`src/design/ntcfan_pkg.sv`:
```
`default_nettype none

package ntcfan_pkg;

	localparam int SAMPLE_W = 12;
	localparam int MILLI_W = 16;
	localparam int DEG_W = 6;
	localparam int SETPOINT_W = 6;
	localparam int HYST_W = 4;
	localparam int CFG_INDEX_W = 2;
	localparam int CFG_DATA_W = 6;
	localparam int BUILTIN_ENTRIES = 51;
	localparam int QUEUE_DEPTH = 2;
	localparam int DIV_STEPS = MILLI_W;
	localparam int HALF_DEGREE = 500;

	localparam logic [SAMPLE_W-1:0] NTC_CURVE [BUILTIN_ENTRIES] = '{
		12'd939, 12'd978, 12'd1017, 12'd1058, 12'd1098, 12'd1140, 12'd1182, 12'd1225,
		12'd1269, 12'd1313, 12'd1357, 12'd1402, 12'd1448, 12'd1493, 12'd1539, 12'd1585,
		12'd1632, 12'd1678, 12'd1725, 12'd1771, 12'd1818, 12'd1864, 12'd1910, 12'd1956,
		12'd2002, 12'd2048, 12'd2093, 12'd2138, 12'd2183, 12'd2227, 12'd2271, 12'd2314,
		12'd2357, 12'd2399, 12'd2441, 12'd2482, 12'd2522, 12'd2562, 12'd2601, 12'd2639,
		12'd2677, 12'd2714, 12'd2750, 12'd2786, 12'd2821, 12'd2855, 12'd2888, 12'd2921,
		12'd2953, 12'd2984, 12'd3014
	};

	typedef enum logic [CFG_INDEX_W-1:0] {
		REG_SETPOINT   = 2'd0,
		REG_HYSTERESIS = 2'd1,
		REG_POWER_ON   = 2'd2,
		REG_FAN_AUTO   = 2'd3
	} cfg_reg_t;

	typedef enum logic [1:0] {
		FAN_HOLD = 2'd0,
		FAN_LOW  = 2'd1,
		FAN_HIGH = 2'd2
	} fan_cmd_t;

	typedef enum logic [1:0] {
		KIND_ZERO,
		KIND_SAT,
		KIND_INTERP
	} kind_t;

	typedef struct packed {
		logic [SETPOINT_W-1:0] setpoint;
		logic [HYST_W-1:0]     hysteresis;
		logic                  power_on;
		logic                  fan_auto;
	} cfg_t;

	typedef struct packed {
		kind_t               kind;
		logic [DEG_W-1:0]    base;
		logic [SAMPLE_W-1:0] num;
		logic [SAMPLE_W-1:0] den;
	} item_t;

	function automatic logic [SAMPLE_W-1:0] ntc_curve(input logic [DEG_W-1:0] idx);
		logic [SAMPLE_W-1:0] val;
		val = '0;
		if (idx < DEG_W'(BUILTIN_ENTRIES)) begin
			val = NTC_CURVE[idx];
		end
		return val;
	endfunction

endpackage

`default_nettype wire

```
`src/design/ntcfan_front.sv`:
```
`default_nettype none

module ntcfan_front import ntcfan_pkg::*; #(
	parameter int TABLE_ENTRIES = 51
) (
	input  wire logic                clk,
	input  wire logic                arst_n,
	input  wire logic                in_valid,
	output logic                     in_stall,
	input  wire logic [SAMPLE_W-1:0] adc_sample,
	input  wire logic                q_full,
	output logic                     q_push,
	output item_t                    q_item
);

	localparam int USED = (TABLE_ENTRIES < BUILTIN_ENTRIES) ? TABLE_ENTRIES : BUILTIN_ENTRIES;
	localparam int KW = $clog2(USED + 1);
	localparam logic [KW-1:0] USED_K = KW'(USED);

	typedef enum logic [1:0] {
		F_IDLE,
		F_SEARCH,
		F_PUSH
	} fstate_t;

	fstate_t             state_q;
	logic [SAMPLE_W-1:0] sample_q;
	logic [KW-1:0]       k_q;
	item_t               item_q;

	logic                above;
	logic [KW-1:0]       k_prev;
	logic [SAMPLE_W-1:0] curve_k;
	logic [SAMPLE_W-1:0] curve_prev;

	assign k_prev = k_q - KW'(1);
	assign curve_k = ntc_curve(DEG_W'(k_q));
	assign curve_prev = ntc_curve(DEG_W'(k_prev));
	assign above = (k_q < USED_K) && (sample_q > curve_k);

	assign in_stall = (state_q != F_IDLE);
	assign q_push = (state_q == F_PUSH) && !q_full;
	assign q_item = item_q;

	always_ff @(posedge clk or negedge arst_n) begin
		if (!arst_n) begin
			state_q <= F_IDLE;
		end else begin
			case (state_q)
				F_IDLE: begin
					if (in_valid) begin
						state_q <= F_SEARCH;
					end
				end
				F_SEARCH: begin
					if (!above) begin
						state_q <= F_PUSH;
					end
				end
				F_PUSH: begin
					if (!q_full) begin
						state_q <= F_IDLE;
					end
				end
				default: begin
					state_q <= F_IDLE;
				end
			endcase
		end
	end

	always_ff @(posedge clk) begin
		case (state_q)
			F_IDLE: begin
				if (in_valid) begin
					sample_q <= adc_sample;
					k_q <= '0;
				end
			end
			F_SEARCH: begin
				if (above) begin
					k_q <= k_q + KW'(1);
				end else begin
					item_q.base <= DEG_W'(k_prev);
					item_q.num <= sample_q - curve_prev;
					item_q.den <= curve_k - curve_prev;
					if (k_q == '0) begin
						item_q.kind <= KIND_ZERO;
					end else if (k_q >= USED_K) begin
						item_q.kind <= KIND_SAT;
					end else begin
						item_q.kind <= KIND_INTERP;
					end
				end
			end
			default: begin
			end
		endcase
	end

endmodule

`default_nettype wire

```
`src/design/ntcfan_queue.sv`:
```
`default_nettype none

module ntcfan_queue import ntcfan_pkg::*; (
	input  wire logic  clk,
	input  wire logic  arst_n,
	input  wire logic  push,
	input  wire item_t push_item,
	output logic       full,
	input  wire logic  pop,
	output logic       empty,
	output item_t      pop_item
);

	localparam int PW = $clog2(QUEUE_DEPTH);
	localparam int CW = $clog2(QUEUE_DEPTH + 1);

	item_t         mem_q [QUEUE_DEPTH];
	logic [PW-1:0] wr_ptr_q;
	logic [PW-1:0] rd_ptr_q;
	logic [CW-1:0] count_q;

	assign full = (count_q == CW'(QUEUE_DEPTH));
	assign empty = (count_q == '0);
	assign pop_item = mem_q[rd_ptr_q];

	always_ff @(posedge clk or negedge arst_n) begin
		if (!arst_n) begin
			wr_ptr_q <= '0;
			rd_ptr_q <= '0;
			count_q <= '0;
		end else begin
			if (push && !full) begin
				wr_ptr_q <= (wr_ptr_q == PW'(QUEUE_DEPTH - 1)) ? '0 : wr_ptr_q + PW'(1);
			end
			if (pop && !empty) begin
				rd_ptr_q <= (rd_ptr_q == PW'(QUEUE_DEPTH - 1)) ? '0 : rd_ptr_q + PW'(1);
			end
			case ({push && !full, pop && !empty})
				2'b10: count_q <= count_q + CW'(1);
				2'b01: count_q <= count_q - CW'(1);
				default: count_q <= count_q;
			endcase
		end
	end

	always_ff @(posedge clk) begin
		if (push && !full) begin
			mem_q[wr_ptr_q] <= push_item;
		end
	end

endmodule

`default_nettype wire

```
`src/design/ntcfan_back.sv`:
```
`default_nettype none

module ntcfan_back import ntcfan_pkg::*; #(
	parameter int TABLE_ENTRIES = 51,
	parameter int STEADY_BAND = 800
) (
	input  wire logic               clk,
	input  wire logic               arst_n,
	input  wire cfg_t               cfg,
	input  wire logic               q_empty,
	input  wire item_t              q_item,
	output logic                    q_pop,
	output logic                    out_valid,
	input  wire logic               out_stall,
	output logic [MILLI_W-1:0]      temp_milli,
	output logic [DEG_W-1:0]        shown_degrees,
	output logic                    shown_changed,
	output logic [1:0]              fan_command
);

	localparam int USED = (TABLE_ENTRIES < BUILTIN_ENTRIES) ? TABLE_ENTRIES : BUILTIN_ENTRIES;
	localparam logic [MILLI_W-1:0] SAT_MILLI = MILLI_W'((USED - 1) * 1000);
	localparam logic [DEG_W-1:0] SAT_DEG = DEG_W'(USED - 1);
	localparam logic [MILLI_W-1:0] BAND = MILLI_W'(STEADY_BAND);
	localparam int SW = $clog2(DIV_STEPS);
	localparam int PRODW = SAMPLE_W + 10;
	localparam int RW = SAMPLE_W + 1;

	typedef enum logic [2:0] {
		B_IDLE,
		B_LOAD,
		B_DIV,
		B_FINISH,
		B_UPDATE
	} bstate_t;

	bstate_t              state_q;
	item_t                item_q;
	logic [MILLI_W-1:0]   dividend_q;
	logic [MILLI_W-1:0]   quo_q;
	logic [RW-1:0]        rem_q;
	logic [SW-1:0]        step_q;
	logic [MILLI_W-1:0]   base_milli_q;
	logic [MILLI_W-1:0]   milli_q;
	logic [DEG_W-1:0]     deg_q;

	logic [MILLI_W-1:0]   ref_q;
	logic [DEG_W-1:0]     last_deg_q;
	logic                 first_q;
	logic [DEG_W-1:0]     room_q;

	logic                 out_valid_q;
	logic [MILLI_W-1:0]   milli_out_q;
	logic [DEG_W-1:0]     shown_q;
	logic                 changed_q;
	fan_cmd_t             fan_q;

	logic [PRODW-1:0]     num_prod;
	logic [PRODW-1:0]     base_prod;
	logic [RW-1:0]        trial;
	logic                 fits;
	logic [MILLI_W-1:0]   diff;
	logic                 refresh;
	logic [DEG_W-1:0]     room_next;
	logic [DEG_W:0]       room_low;
	logic [DEG_W:0]       sp_high;
	fan_cmd_t             fan_next;
	logic                 out_free;

	assign num_prod = PRODW'(item_q.num) * PRODW'(1000);
	assign base_prod = PRODW'(item_q.base) * PRODW'(1000);
	assign trial = {rem_q[RW-2:0], dividend_q[MILLI_W-1]};
	assign fits = (trial >= RW'(item_q.den));

	assign diff = (milli_q > ref_q) ? (milli_q - ref_q) : (ref_q - milli_q);
	assign refresh = (diff > BAND) || first_q;
	assign room_next = refresh ? deg_q : room_q;
	assign room_low = (DEG_W + 1)'(room_next) + (DEG_W + 1)'(cfg.hysteresis);
	assign sp_high = (DEG_W + 1)'(cfg.setpoint) + (DEG_W + 1)'(cfg.hysteresis);

	always_comb begin
		fan_next = FAN_HOLD;
		if (cfg.power_on && cfg.fan_auto) begin
			if (room_low < (DEG_W + 1)'(cfg.setpoint)) begin
				fan_next = FAN_LOW;
			end else if ((DEG_W + 1)'(room_next) > sp_high) begin
				fan_next = FAN_HIGH;
			end
		end
	end

	assign out_free = !out_valid_q || !out_stall;
	assign q_pop = (state_q == B_IDLE) && !q_empty;

	assign out_valid = out_valid_q;
	assign temp_milli = milli_out_q;
	assign shown_degrees = shown_q;
	assign shown_changed = changed_q;
	assign fan_command = fan_q;

	always_ff @(posedge clk or negedge arst_n) begin
		if (!arst_n) begin
			state_q <= B_IDLE;
			out_valid_q <= 1'b0;
			ref_q <= MILLI_W'(27000);
			first_q <= 1'b1;
			room_q <= DEG_W'(25);
		end else begin
			if (out_valid_q && !out_stall) begin
				out_valid_q <= 1'b0;
			end
			case (state_q)
				B_IDLE: begin
					if (!q_empty) begin
						state_q <= B_LOAD;
					end
				end
				B_LOAD: begin
					state_q <= (item_q.kind == KIND_INTERP) ? B_DIV : B_FINISH;
				end
				B_DIV: begin
					if (step_q == SW'(DIV_STEPS - 1)) begin
						state_q <= B_FINISH;
					end
				end
				B_FINISH: begin
					state_q <= B_UPDATE;
				end
				B_UPDATE: begin
					if (out_free) begin
						state_q <= B_IDLE;
						out_valid_q <= 1'b1;
						if (refresh) begin
							if (first_q || (deg_q != last_deg_q)) begin
								ref_q <= milli_q;
							end
							first_q <= 1'b0;
							room_q <= deg_q;
						end
					end
				end
				default: begin
					state_q <= B_IDLE;
				end
			endcase
		end
	end

	always_ff @(posedge clk) begin
		case (state_q)
			B_IDLE: begin
				if (!q_empty) begin
					item_q <= q_item;
				end
			end
			B_LOAD: begin
				dividend_q <= num_prod[MILLI_W-1:0];
				base_milli_q <= base_prod[MILLI_W-1:0];
				rem_q <= '0;
				quo_q <= '0;
				step_q <= '0;
			end
			B_DIV: begin
				dividend_q <= {dividend_q[MILLI_W-2:0], 1'b0};
				rem_q <= fits ? (trial - RW'(item_q.den)) : trial;
				quo_q <= {quo_q[MILLI_W-2:0], fits};
				step_q <= step_q + SW'(1);
			end
			B_FINISH: begin
				case (item_q.kind)
					KIND_ZERO: begin
						milli_q <= '0;
						deg_q <= '0;
					end
					KIND_SAT: begin
						milli_q <= SAT_MILLI;
						deg_q <= SAT_DEG;
					end
					default: begin
						milli_q <= base_milli_q + quo_q;
						deg_q <= item_q.base + DEG_W'(quo_q >= MILLI_W'(HALF_DEGREE));
					end
				endcase
			end
			B_UPDATE: begin
				if (out_free) begin
					if (refresh) begin
						last_deg_q <= deg_q;
					end
					milli_out_q <= milli_q;
					shown_q <= room_next;
					changed_q <= refresh;
					fan_q <= fan_next;
				end
			end
			default: begin
			end
		endcase
	end

endmodule

`default_nettype wire

```
`src/design/ntc_temperature_fan_control.sv`:
```
// channel   direction  handshake              payload
// in        in         in_valid / in_stall    adc_sample
// out       out        out_valid / out_stall  temp_milli, shown_degrees, shown_changed, fan_command
// cfg       in         cfg_valid / cfg_ready  cfg_index, cfg_data
//
// front end walks the ntc table one entry a cycle
// back end: load, a 16-step serial divider, finish and update per item; a clamped sample skips the divider
// a two-entry queue between them lets the back end finish one item while the next is searched
// a finished result sits in the output register while the back end takes the next item
// reset sets control state, the config registers and the steadying state to defaults; no clearing pass
`default_nettype none

module ntc_temperature_fan_control import ntcfan_pkg::*; #(
	parameter int TABLE_ENTRIES = 51,
	parameter int STEADY_BAND = 800
) (
	input  wire logic                   clk,
	input  wire logic                   arst_n,
	input  wire logic                   in_valid,
	output logic                        in_stall,
	input  wire logic [SAMPLE_W-1:0]    adc_sample,
	output logic                        out_valid,
	input  wire logic                   out_stall,
	output logic [MILLI_W-1:0]          temp_milli,
	output logic [DEG_W-1:0]            shown_degrees,
	output logic                        shown_changed,
	output logic [1:0]                  fan_command,
	input  wire logic                   cfg_valid,
	output logic                        cfg_ready,
	input  wire logic [CFG_INDEX_W-1:0] cfg_index,
	input  wire logic [CFG_DATA_W-1:0]  cfg_data
);

	cfg_t  cfg_q;
	item_t push_item;
	item_t pop_item;
	logic  q_push;
	logic  q_full;
	logic  q_pop;
	logic  q_empty;

	assign cfg_ready = 1'b1;

	always_ff @(posedge clk or negedge arst_n) begin
		if (!arst_n) begin
			cfg_q.setpoint <= SETPOINT_W'(27);
			cfg_q.hysteresis <= HYST_W'(1);
			cfg_q.power_on <= 1'b0;
			cfg_q.fan_auto <= 1'b0;
		end else if (cfg_valid && cfg_ready) begin
			case (cfg_reg_t'(cfg_index))
				REG_SETPOINT:   cfg_q.setpoint <= cfg_data[SETPOINT_W-1:0];
				REG_HYSTERESIS: cfg_q.hysteresis <= cfg_data[HYST_W-1:0];
				REG_POWER_ON:   cfg_q.power_on <= cfg_data[0];
				REG_FAN_AUTO:   cfg_q.fan_auto <= cfg_data[0];
				default: begin
				end
			endcase
		end
	end

	ntcfan_front #(
		.TABLE_ENTRIES(TABLE_ENTRIES)
	) u_front (
		.clk        (clk),
		.arst_n     (arst_n),
		.in_valid   (in_valid),
		.in_stall   (in_stall),
		.adc_sample (adc_sample),
		.q_full     (q_full),
		.q_push     (q_push),
		.q_item     (push_item)
	);

	ntcfan_queue u_queue (
		.clk       (clk),
		.arst_n    (arst_n),
		.push      (q_push),
		.push_item (push_item),
		.full      (q_full),
		.pop       (q_pop),
		.empty     (q_empty),
		.pop_item  (pop_item)
	);

	ntcfan_back #(
		.TABLE_ENTRIES(TABLE_ENTRIES),
		.STEADY_BAND(STEADY_BAND)
	) u_back (
		.clk           (clk),
		.arst_n        (arst_n),
		.cfg           (cfg_q),
		.q_empty       (q_empty),
		.q_item        (pop_item),
		.q_pop         (q_pop),
		.out_valid     (out_valid),
		.out_stall     (out_stall),
		.temp_milli    (temp_milli),
		.shown_degrees (shown_degrees),
		.shown_changed (shown_changed),
		.fan_command   (fan_command)
	);

endmodule

`default_nettype wire

```
`config.mk`:
```
export PLATFORM = sky130hd
export DESIGN_NAME = ntc_temperature_fan_control
export DESIGN_NICKNAME = d
export VERILOG_FILES = /design/src/design/ntcfan_pkg.sv /design/src/design/ntcfan_front.sv /design/src/design/ntcfan_queue.sv /design/src/design/ntcfan_back.sv /design/src/design/ntc_temperature_fan_control.sv
export SDC_FILE = /design/constraint.sdc
export NUM_CORES = 1
export LEC_CHECK = 0
export ABC_CLOCK_PERIOD_IN_PS = 5870
export BUFFER_PORTS_ARGS = -buffer_cell sky130_fd_sc_hd__buf_2
export CAP_MARGIN = 20
export CORE_MARGIN = 2
export CORE_UTILIZATION = 56
export CTS_CLUSTER_DIAMETER = 150
export DETAILED_ROUTE_END_ITERATION = 10
export PLACE_DENSITY = 0.71
export SLEW_MARGIN = 20
export SYNTH_ARGS = -nofsm -noshare
export SYNTH_HDL_FRONTEND = slang
export SYNTH_SLANG_ARGS = --single-unit
export TNS_END_PERCENT = 1
```
`constraint.sdc`:
```
create_clock -name clk -period 5.87 [get_ports clk]
set_input_delay 0.2935 -clock clk [delete_from_list [all_inputs] [get_ports clk]]
set_output_delay 0.2935 -clock clk [all_outputs]
set_load 0.01 [all_outputs]
```
Yosys cells after proc, flatten, opt, wreduce, memory -nomap -nowiden. Memory sizes are Yosys's and may differ from the RTL's. A register that Yosys moved wholly into a read port is not among the register bits. Cells that the tools add are included.

Register bits after elaboration: 209. RAM bits: 64. Bits in read-only memories: 1536. Input bits: 25. Output and inout bits: 28. Word-level logic and storage cells: 169. Memories kept: 3.

$add $sub $neg: 16. Multipliers: 2. Magnitude comparators: 12. Eq/ne operators: 23. Muxes and demuxes: 38. Bitwise operators: 5. Reduce and logical (&&, ||, !) cells: 38.

Memories: (name not given) (depth 64, bits a word 12, read ports 1, clocked after Yosys merged registers in 0, wr ports 0, RTL line ntcfan_pkg.sv:64) `val = NTC_CURVE[idx];`; (name not given) (depth 64, bits a word 12, read ports 1, clocked after Yosys merged registers in 0, wr ports 0, RTL line ntcfan_pkg.sv:64); u_queue.mem_q (depth 2, bits a word 32, read ports 1, clocked after Yosys merged registers in 1, wr ports 1, RTL line ntcfan_queue.sv:17) `item_t mem_q [QUEUE_DEPTH];`.

Operators with widths (count): $pmux W16 S2 (3); $mux W12 (7); $sub A12 B12 Y12 (3); $sub A16 B16 Y16 (2); $pmux W12 S2 (1); $pmux W6 S2 (2); $mux W6 (3); $add A16 B16 Y16 (1); $ge A16 B9 Y1 const B (1); $gt A16 B10 Y1 const B (1); $gt A16 B16 Y1 (1); $mux W16 (1); $reduce_and A2 Y1 (8); $pmux W3 S5 (1); $add A6 B4 Y7 (2); $ge A7 B7 Y1 const B (2); $not A6 Y7 (2); $ge A13 B12 Y1 (1); $mul A12 B7 Y13 const B (1); $mul A6 B7 Y13 const B (1); $eq A2 B2 Y1 const B (6); $gt A12 B12 Y1 (1); $lt A6 B6 Y1 const B (2); $reduce_and A3 Y1 (4); 34 further kinds (77).

Longest topological paths before layout. Gate-level depths: netlist of run 1.

Depth in word-level cells: 9. Depth in mapped cells: 28. Depth with buffers taken out: 25.

Cells and area by module. Synthesis of run 1 repeated with hierarchy kept, for this count alone.

Cells, all modules: 1815. Area, all modules: 19915.4 um2.

By module, submodules not included: ntcfan_back (times used 1, cells an instance 1038, area an instance 11581.1 um2, seq. area each 4984.8 um2); ntcfan_front (times used 1, cells an instance 629, area an instance 5183.7 um2, seq. area each 1551.5 um2); ntcfan_queue (times used 1, cells an instance 118, area an instance 2658.8 um2, seq. area each 2021.9 um2); ntc_temperature_fan_control (times used 1, cells an instance 30, area an instance 491.7 um2, seq. area each 306.5 um2).

Worst setup path before layout of run 1. OpenSTA, ideal clock, no wires.

Path type: reg-to-reg. Start: register u_back.milli_q[0]. End: register u_back.fan_q[1] (netlist: u_back.fan_command[1]) (data pin). Setup time: 0.261 ns. Arrival time: 5.066 ns. Path slack: 0.543 ns. Cell stages (with the launch flop): 27. Buffers on the path: 1. Cells stage by stage: edfxtp_1 inv_1 ha_1 fa_1 and2b_1 o221ai_2 a311o_4 a21oi_2 mux2_2 o21ai_0 xor2_1 nor3_4 o311ai_4 buf_6 mux2_2 ha_1 inv_1 fa_1 inv_1 ha_1 a21o_1 a21oi_1 nor2b_1 o21ai_0 nand2b_1 a21oi_1 a21oi_1.

Word-level cells in the longest chain between the ends: 8. Elaborated cells between the ends (all ways): 12. Those cells by class: add/sub: 3; order compare: 4; mux: 3; reduce/logical: 2.

RTL lines: from (decl) (RTL line ntcfan_back.sv:44) `logic [MILLI_W-1:0] milli_q;`; from (signal assigned) (RTL line ntcfan_back.sv:180) `milli_q <= base_milli_q + quo_q;`; $sub A16 B16 Y16 or $gt A16 B16 Y1 (tied branches) (RTL line ntcfan_back.sv:75) `assign diff = (milli_q > ref_q) ? (milli_q - ref_q) : (ref_q - milli_q);`; $mux W16 (*) (RTL line ntcfan_back.sv:75); $gt A16 B10 Y1 (*) (RTL line ntcfan_back.sv:76) `assign refresh = (diff > BAND) || first_q;`; $logic_or A1 B1 Y1 (*) (RTL line ntcfan_back.sv:76); named net u_back.refresh (RTL line ntcfan_back.sv:63) `logic refresh;`; $mux W6 (*); named net u_back.room_next[0] (RTL line ntcfan_back.sv:64) `logic [DEG_W-1:0] room_next;`; $add A6 B4 Y7 (RTL line ntcfan_back.sv:78) `assign room_low = (DEG_W + 1)'(room_next) + (DEG_W + 1)'(cfg.hysteresis);`; $lt A7 B6 Y1 (RTL line ntcfan_back.sv:84) `if (room_low < (DEG_W + 1)'(cfg.setpoint)) begin`; $reduce_or A2 Y1 (no line); to (signal assigned) (RTL line ntcfan_back.sv:193) `fan_q <= fan_next;`; to (decl) (RTL line ntcfan_back.sv:56) `fan_cmd_t fan_q;`.

Mark *: on every way through the listed nets, which the timed path passes. The rest lies on a longest branch. A chain may end at the register's enable or synchronous reset.

Worst setup path in the final report of run 1.
Start: register u_back.milli_q[0]. End: register u_back.fan_q[1] (netlist: u_back.fan_command[1]) (data pin).

Word-level cells in the longest chain between the ends: 8. Elaborated cells between the ends (all ways): 12. Those cells by class: add/sub: 3; order compare: 4; mux: 3; reduce/logical: 2.

RTL lines (RTL line): $sub A16 B16 Y16 or $gt A16 B16 Y1 (tied branches) (ntcfan_back.sv:75); $mux W16 (*) (ntcfan_back.sv:75); $gt A16 B10 Y1 (*) (ntcfan_back.sv:76); $logic_or A1 B1 Y1 (*) (ntcfan_back.sv:76); $mux W6 (*); named net u_back.room_next[0] (ntcfan_back.sv:64); $add A6 B4 Y7 (ntcfan_back.sv:78); $lt A7 B6 Y1 (ntcfan_back.sv:84); $reduce_or A2 Y1 (no line).

Marks and branches as above.

==> impl_metrics.toml, run 1 <==
[detailed_routing]
viasPerCell = 5.71
drcViolationCount = 0
drt-initial-drc-count = 865
vias = 13400
drt_wl_total_um = 42100
firstDrtPassIters = 5
avgRoutedWirePerCell_um = 17.9
antenna_left = 0

[timing]
clock.fmax_mhz = 179
slew_violations = 0
whs_ns = 0.0106
finalHoldViolCount = 0
period_share_pct = 95.2
finClkSkew_ns = 0.0189
period_needed_ns = 5.59
finalSetupViolations = 0
max_slew.worst_pin.slew_ns = 0.939
slew_headroom_pct = 37.2
rsz0062_at_grt = "no"

[clock_tree]
clk_path_buf_depth = 3
clock_latency_ns = 0.53
clk_pin_slew_worst_paths_ns = 0.06
cts_buffers = 34
root_buffer = "clkbuf_16"
htreeDepth = 2
cts_tree = "yes"
cts.sinks = 302

[worst_setup_path]
crit_path_start_kind = "flip-flop"
cp.arrival_ns = 5.85
setup.worst_path.end_class = "flip-flop"
required_ns = 6.13
path_class = "reg -> reg"
path_max_fanout = 5

[global_route]
antenna_found_initial = 0
grt_pass1_vias = 13600
grt_max_degree = 46
grt_pass1_wl_um = 69100
grtUsageTotal_pct = 23.7
gr-total-overflow = 0

[cells_and_area]
fillers = 2751
antenna_cells = 0
finalInstanceArea_um2 = 21600
area_delta_synth_final_pct = 11.0
drive_above_1_share_pct = 14.1
fin_nets = 2113

[place]
placed_area_um2 = 20300
hpwl_um = 30900
routabilityCongestion = 0.966
io_buffer_count = 51

[yosys]
synth_commonest_cells = "edfxtp_1, ha_1, inv_1"
netlist_area_um2 = 19500
syn-num-nets = 2038
ys_seq_area_share_pct = 45.5
yosys-top-cells-area = "edfxtp_1, ha_1, fa_1, dfrtp_1, a21oi_1"
ys_types = 79
synth_area_leader_cell = "edfxtp_1"
async_flop_share_pct = 14.9
synth_ff_type = "edfxtp_1"
synth.most_common_cell = "edfxtp_1"
syn_avg_cell_area_um2 = 10.9
netlist_instances = 1795
synth_top_area_share_pct = 39.6
yosys_warnings = 0
synth-seq-cells = 302
synth_edf_count = 257

[floorplan]
io_pins = 53
rows = 68
die_w_um = 191
coreArea_um2 = 34400
die_area_um2 = 36300
die_h_um = 191
start_util_pct = 56.7

[job]
cap_violations = 0

[hold_path]
min_path_type = "in -> reg"

[outcome]
status = "complete, no violations"
-- through the flow --
stage,std cells,util (%),setup slack [ns],setup TNS (ns)
6_report,2351,63.0,0.281,0
5_1_grt,2351,63.0,0.00336,0
4_1_cts,2344,62.6,0.0312,0
3_5_place_dp,2267,59.1,-0.00912,-0.00912
3_3_place_gp,2267,59.1,0.190,0
2_1_floorplan,1795,-,0.543,0
-- registers in the layout (all words and copies together), names as in the netlist, 2 cells and up --
signal                count
u_back.shown_degrees      6
u_back.quo_q             16
u_back.last_deg_q         6
u_back.base_milli_q      13
u_back.temp_milli        16
u_front.k_q               6
u_back.fan_command        2
u_back.rem_q             12
u_back.step_q             4
cfg_q                    12
u_back.state_q            3
u_back.milli_q           16
u_back.dividend_q        13
u_front.sample_q         12
u_back.room_q             6
u_back.item_q            32
u_queue.count_q           2
u_front.q_item           32
u_back.ref_q             16
u_back.deg_q              6
u_queue.mem_q            64
u_front.state_q           2
-- metal layers --
metal	vias up	track usage (%)	routed length, um
met3	73	3.02	1550
met2	305	42.2	21100
met1	6479	30.2	18400
li1	6573	-	-
met4	0	7.48	1120
met5	-	0	0
-- worst max-delay path, cell delays in order (launching register included) --
cell      delay, ns
edfxtp_1       0.38
inv_1          0.07
ha_2           0.20
fa_2           0.37
and2b_2        0.25
o221ai_2       0.13
a311o_4        0.46
a21oi_4        0.26
mux2_2         0.39
a31oi_2        0.23
nor3_2         0.08
o311ai_4       0.38
mux2_4         0.36
ha_1           0.20
inv_1          0.08
fa_1           0.43
inv_1          0.07
ha_1           0.22
a21o_1         0.16
a21oi_2        0.13
nor2b_1        0.05
o21ai_1        0.13
nand2b_1       0.08
a21oi_2        0.14
a21oi_1        0.07
-- cell families after synthesis --
logic type	after synthesis	synth area share, %
and+or+nand+nor	432	10.8
AOI/OAI and AO/OA	409	13.1
DFF	302	45.5
buffers and inverters	240	4.90
adders and majority gates	218	15.8
xor gates and xnor gates	97	4.36
muxes	96	5.56
other	1	0.0192
-- final timing paths --
| kind | from | end | slack [ns] | cells past startpoint |
|---|---|---|---|---|
| setup / recovery | u_back.milli_q[0] | u_back.fan_command[1] | 0.28 | 24 |
| min in group asynchronous | arst_n | u_back.ref_q[12] | 0.44 | 3 |
| hold / removal | cfg_data[4] | cfg_q[10] | 0.01 | 3 |
| max in group asynchronous | arst_n | cfg_q[4] | 4.96 | 3 |
| hold reg to reg | u_front.q_item[4] | u_queue.mem_q[0][4] | 0.44 | 0 |
| setup reg to reg | u_back.milli_q[0] | u_back.fan_command[1] | 0.28 | 24 |
-- placed cells by master (no fill, tap or decap), types with 29 or more instances in the layout --
cell type | synthesis | routed
buf_2 | 8 | 52
buf_4 | 4 | 48
nor2_1 | 122 | 119
fa_1 | 48 | 47
mux2i_1 | 37 | 36
ha_1 | 170 | 167
clkbuf_16 | 0 | 34
o21ai_0 | 117 | 113
nand3_1 | 29 | 29
a21oi_1 | 121 | 117
edfxtp_1 | 257 | 257
mux2_2 | 47 | 45
a21o_1 | 31 | 30
inv_1 | 158 | 158
nand2_1 | 120 | 120
xor2_1 | 31 | 31
xnor2_1 | 66 | 66
-- layout make-up --
| class | instances | area [um^2] | area share (%) |
|---|---|---|---|
| Multi-Input combinational cell | 1253 | 9780 | 45.2 |
| Sequential cell | 302 | 8860 | 41.0 |
| Clock buffer | 40 | 873 | 4.03 |
| Timing Repair Buffer | 117 | 793 | 3.66 |
| Inverter | 162 | 608 | 2.81 |
| Tap cell | 455 | 569 | 2.63 |
| Clock inverter | 22 | 160 | 0.740 |
-- timing repair --
action                                  CTS  global route
gates resized for setup                   1            23
pin swaps                                 0             6
endpoints found under the setup margin    2             2
cloned                                    0             1
setup buffers                             0             6
endpoints found under the hold margin    42             0
hold buffers                             15             0
Power of run 1 is left out: the tool's default activity adds up to more than one toggle a clock period on the data nets, which glitch-free logic cannot reach.
==> run 2, diff against run 1 <==
--- a/config.mk
+++ b/config.mk
@@ -13,6 +13,7 @@
 export CTS_CLUSTER_DIAMETER = 150
 export DETAILED_ROUTE_END_ITERATION = 10
 export PLACE_DENSITY = 0.71
+export REMOVE_ABC_BUFFERS = 1
 export SLEW_MARGIN = 20
 export SYNTH_ARGS = -nofsm -noshare
 export SYNTH_HDL_FRONTEND = slang
==> run 2 against run 1 <==
Compared with the run above: final cell count down 0.64%; critical path depth grew 2; fmax is 0.45% lower; non-clock buffer count decreased by 14; cell area down 0.30%; worst setup slack worse by 0.025 ns; count of clock-buffer cells in the layout fell by 5; die area stayed put; via count is 0.48% lower; critical endpoint unchanged.
==> impl_metrics.toml, run 2 (synthesized netlist as in run 1, its figures left out) <==
[floorplan]
die_area_um2 = 36300
start_util_pct = 56.7
coreArea_um2 = 34400
io_pins = 53
die_h_um = 191
rows = 68
die_w_um = 191

[timing]
clock.fmax_mhz = 178
finClkSkew_ns = 0.0205
period_share_pct = 95.6
finalSetupViolations = 0
slew_headroom_pct = 29.5
max_slew.worst_pin.slew_ns = 1.06
slew_violations = 0
finalHoldViolCount = 0
period_needed_ns = 5.61
setup-tns-final_ns = 0
finalWorstSetupSlack_ns = 0.256

[place]
io_buffer_count = 51
placed_area_um2 = 20200
hpwl_um = 29900
routabilityCongestion = 0.953
post-place-ws_ns = 0.144

[worst_setup_path]
path_max_fanout = 10
r2r_setup_slack_ns = 0.26
path_class = "reg -> reg"
cp_slowest_cell = "a311o_4"
max_stage_delay_ns = 0.44
required_ns = 6.16
critPathBufInv = 4
setup.worst_path.end_class = "flip-flop"
rr_worst_depth = 26
crit_path_start_kind = "flip-flop"
cp.arrival_ns = 5.90
cp_num_cells = 26
crit_family = "compound AO/OA/AOI/OAI gates"

[cells_and_area]
largest_reg_flops = 64
final_common_cell = "edfxtp_1"
area_delta_synth_final_pct = 10.7
layout_common_cells = "edfxtp_1, ha_1, inv_1"
fin_nets = 2099
finalInstanceArea_um2 = 21600
fin_util_pct = 62.8
antenna_cells = 0
drive_above_1_share_pct = 13.0
regMostFlops = "u_queue.mem_q"

[hold_path]
hold_depth = 3
min_path_type = "in -> reg"

[clock_tree]
cts_tree = "yes"
htreeDepth = 2
clk_pin_slew_worst_paths_ns = 0.06
clk_path_buf_depth = 3
cts.sinks = 302
cts_setup_buffers = 0
root_buffer = "clkbuf_16"
clock_latency_ns = 0.54
cts_buffers = 34

[detailed_routing]
vias = 13400
antenna_left = 0
drt-initial-drc-count = 978
drt_wl_total_um = 40600
viasPerCell = 5.72
drcViolationCount = 0
firstDrtPassIters = 5
avgRoutedWirePerCell_um = 17.4

[global_route]
gr-total-overflow = 0
grt_pass1_vias = 13400
antenna_found_initial = 0
grtUsageTotal_pct = 23.2
grt_pass1_wl_um = 67100
grt_max_degree = 51

[job]
cap_violations = 0

[outcome]
status = "complete, no violations"
run 2: cell count changes in the layout (fill, tap and decap cells not counted), sizes merged:
cell,previous run,this run
clkinvlp,1,4
dlygate4sd3,15,18
bufinv,1,3
inv,161,163
clkbuf,40,35
buf,102,85
clkinv,21,18
run 2: layer usage:
layer	share of wire [%]	up-vias	track usage, %
met2	49	328	39.8
met1	44	6401	29.5
met3	4.1	94	3.33
met4	3.5	0	9.60
met5	0	-	0
li1	-	6543	-
run 2: path summary, 6_finish.rpt:
kind                                          from                     to
worst min register to register  u_front.q_item[30]   u_queue.mem_q[0][30]
min in group asynchronous                   arst_n        u_back.ref_q[2]
worst max register to register   u_back.milli_q[0]  u_back.fan_command[1]
max in group asynchronous                   arst_n       u_queue.rd_ptr_q
worst min-delay path                     out_stall       u_back.out_valid
worst max-delay path             u_back.milli_q[0]  u_back.fan_command[1]
run 2: stage by stage:
stage | hold WS [ns] | cells
global placement | 0.423 | 2257
detailed placement | 0.430 | 2257
finish | 0.0520 | 2336
floorplan | -0.00209 | 1717
global route | 0.0441 | 2336
CTS | 0.0234 | 2336
run 2: worst reg2reg max path, cell delays in order (launching register included):
cell and delay, ns:
edfxtp_1 0.38, inv_1 0.07, ha_1 0.21, fa_1 0.40, and2b_2 0.26, o221ai_2 0.13
a311o_4 0.44, a21oi_4 0.22, buf_8 0.17, mux2i_4 0.24, a32oi_1 0.13, xnor2_1 0.32
nor3_4 0.07, o311ai_4 0.12, mux2_2 0.41, ha_1 0.21, inv_1 0.08, fa_1 0.40
inv_1 0.07, ha_1 0.21, a21o_1 0.16, a21oi_1 0.14, nor2b_1 0.06, o21ai_0 0.15
nand2b_1 0.09, a21oi_2 0.15, a21oi_1 0.07
run 2: layout make-up:
cell class	instances	area [um^2]
fill	2781	12800
sequential	302	8860
clock buffer	35	855
multi-input combinational	1253	9740
inverter	162	608
timing repair buffer	103	702
clock inverter	26	241
tap	455	569
run 2: timing repair:
item / 4_1_cts / 5_1_grt
hold buffers: 18 / 0
endpoints found under the setup margin: 0 / 2
gates resized for setup: 0 / 12
hold endpoints to repair: 47 / 0
Power of run 2 is left out for the same reason.
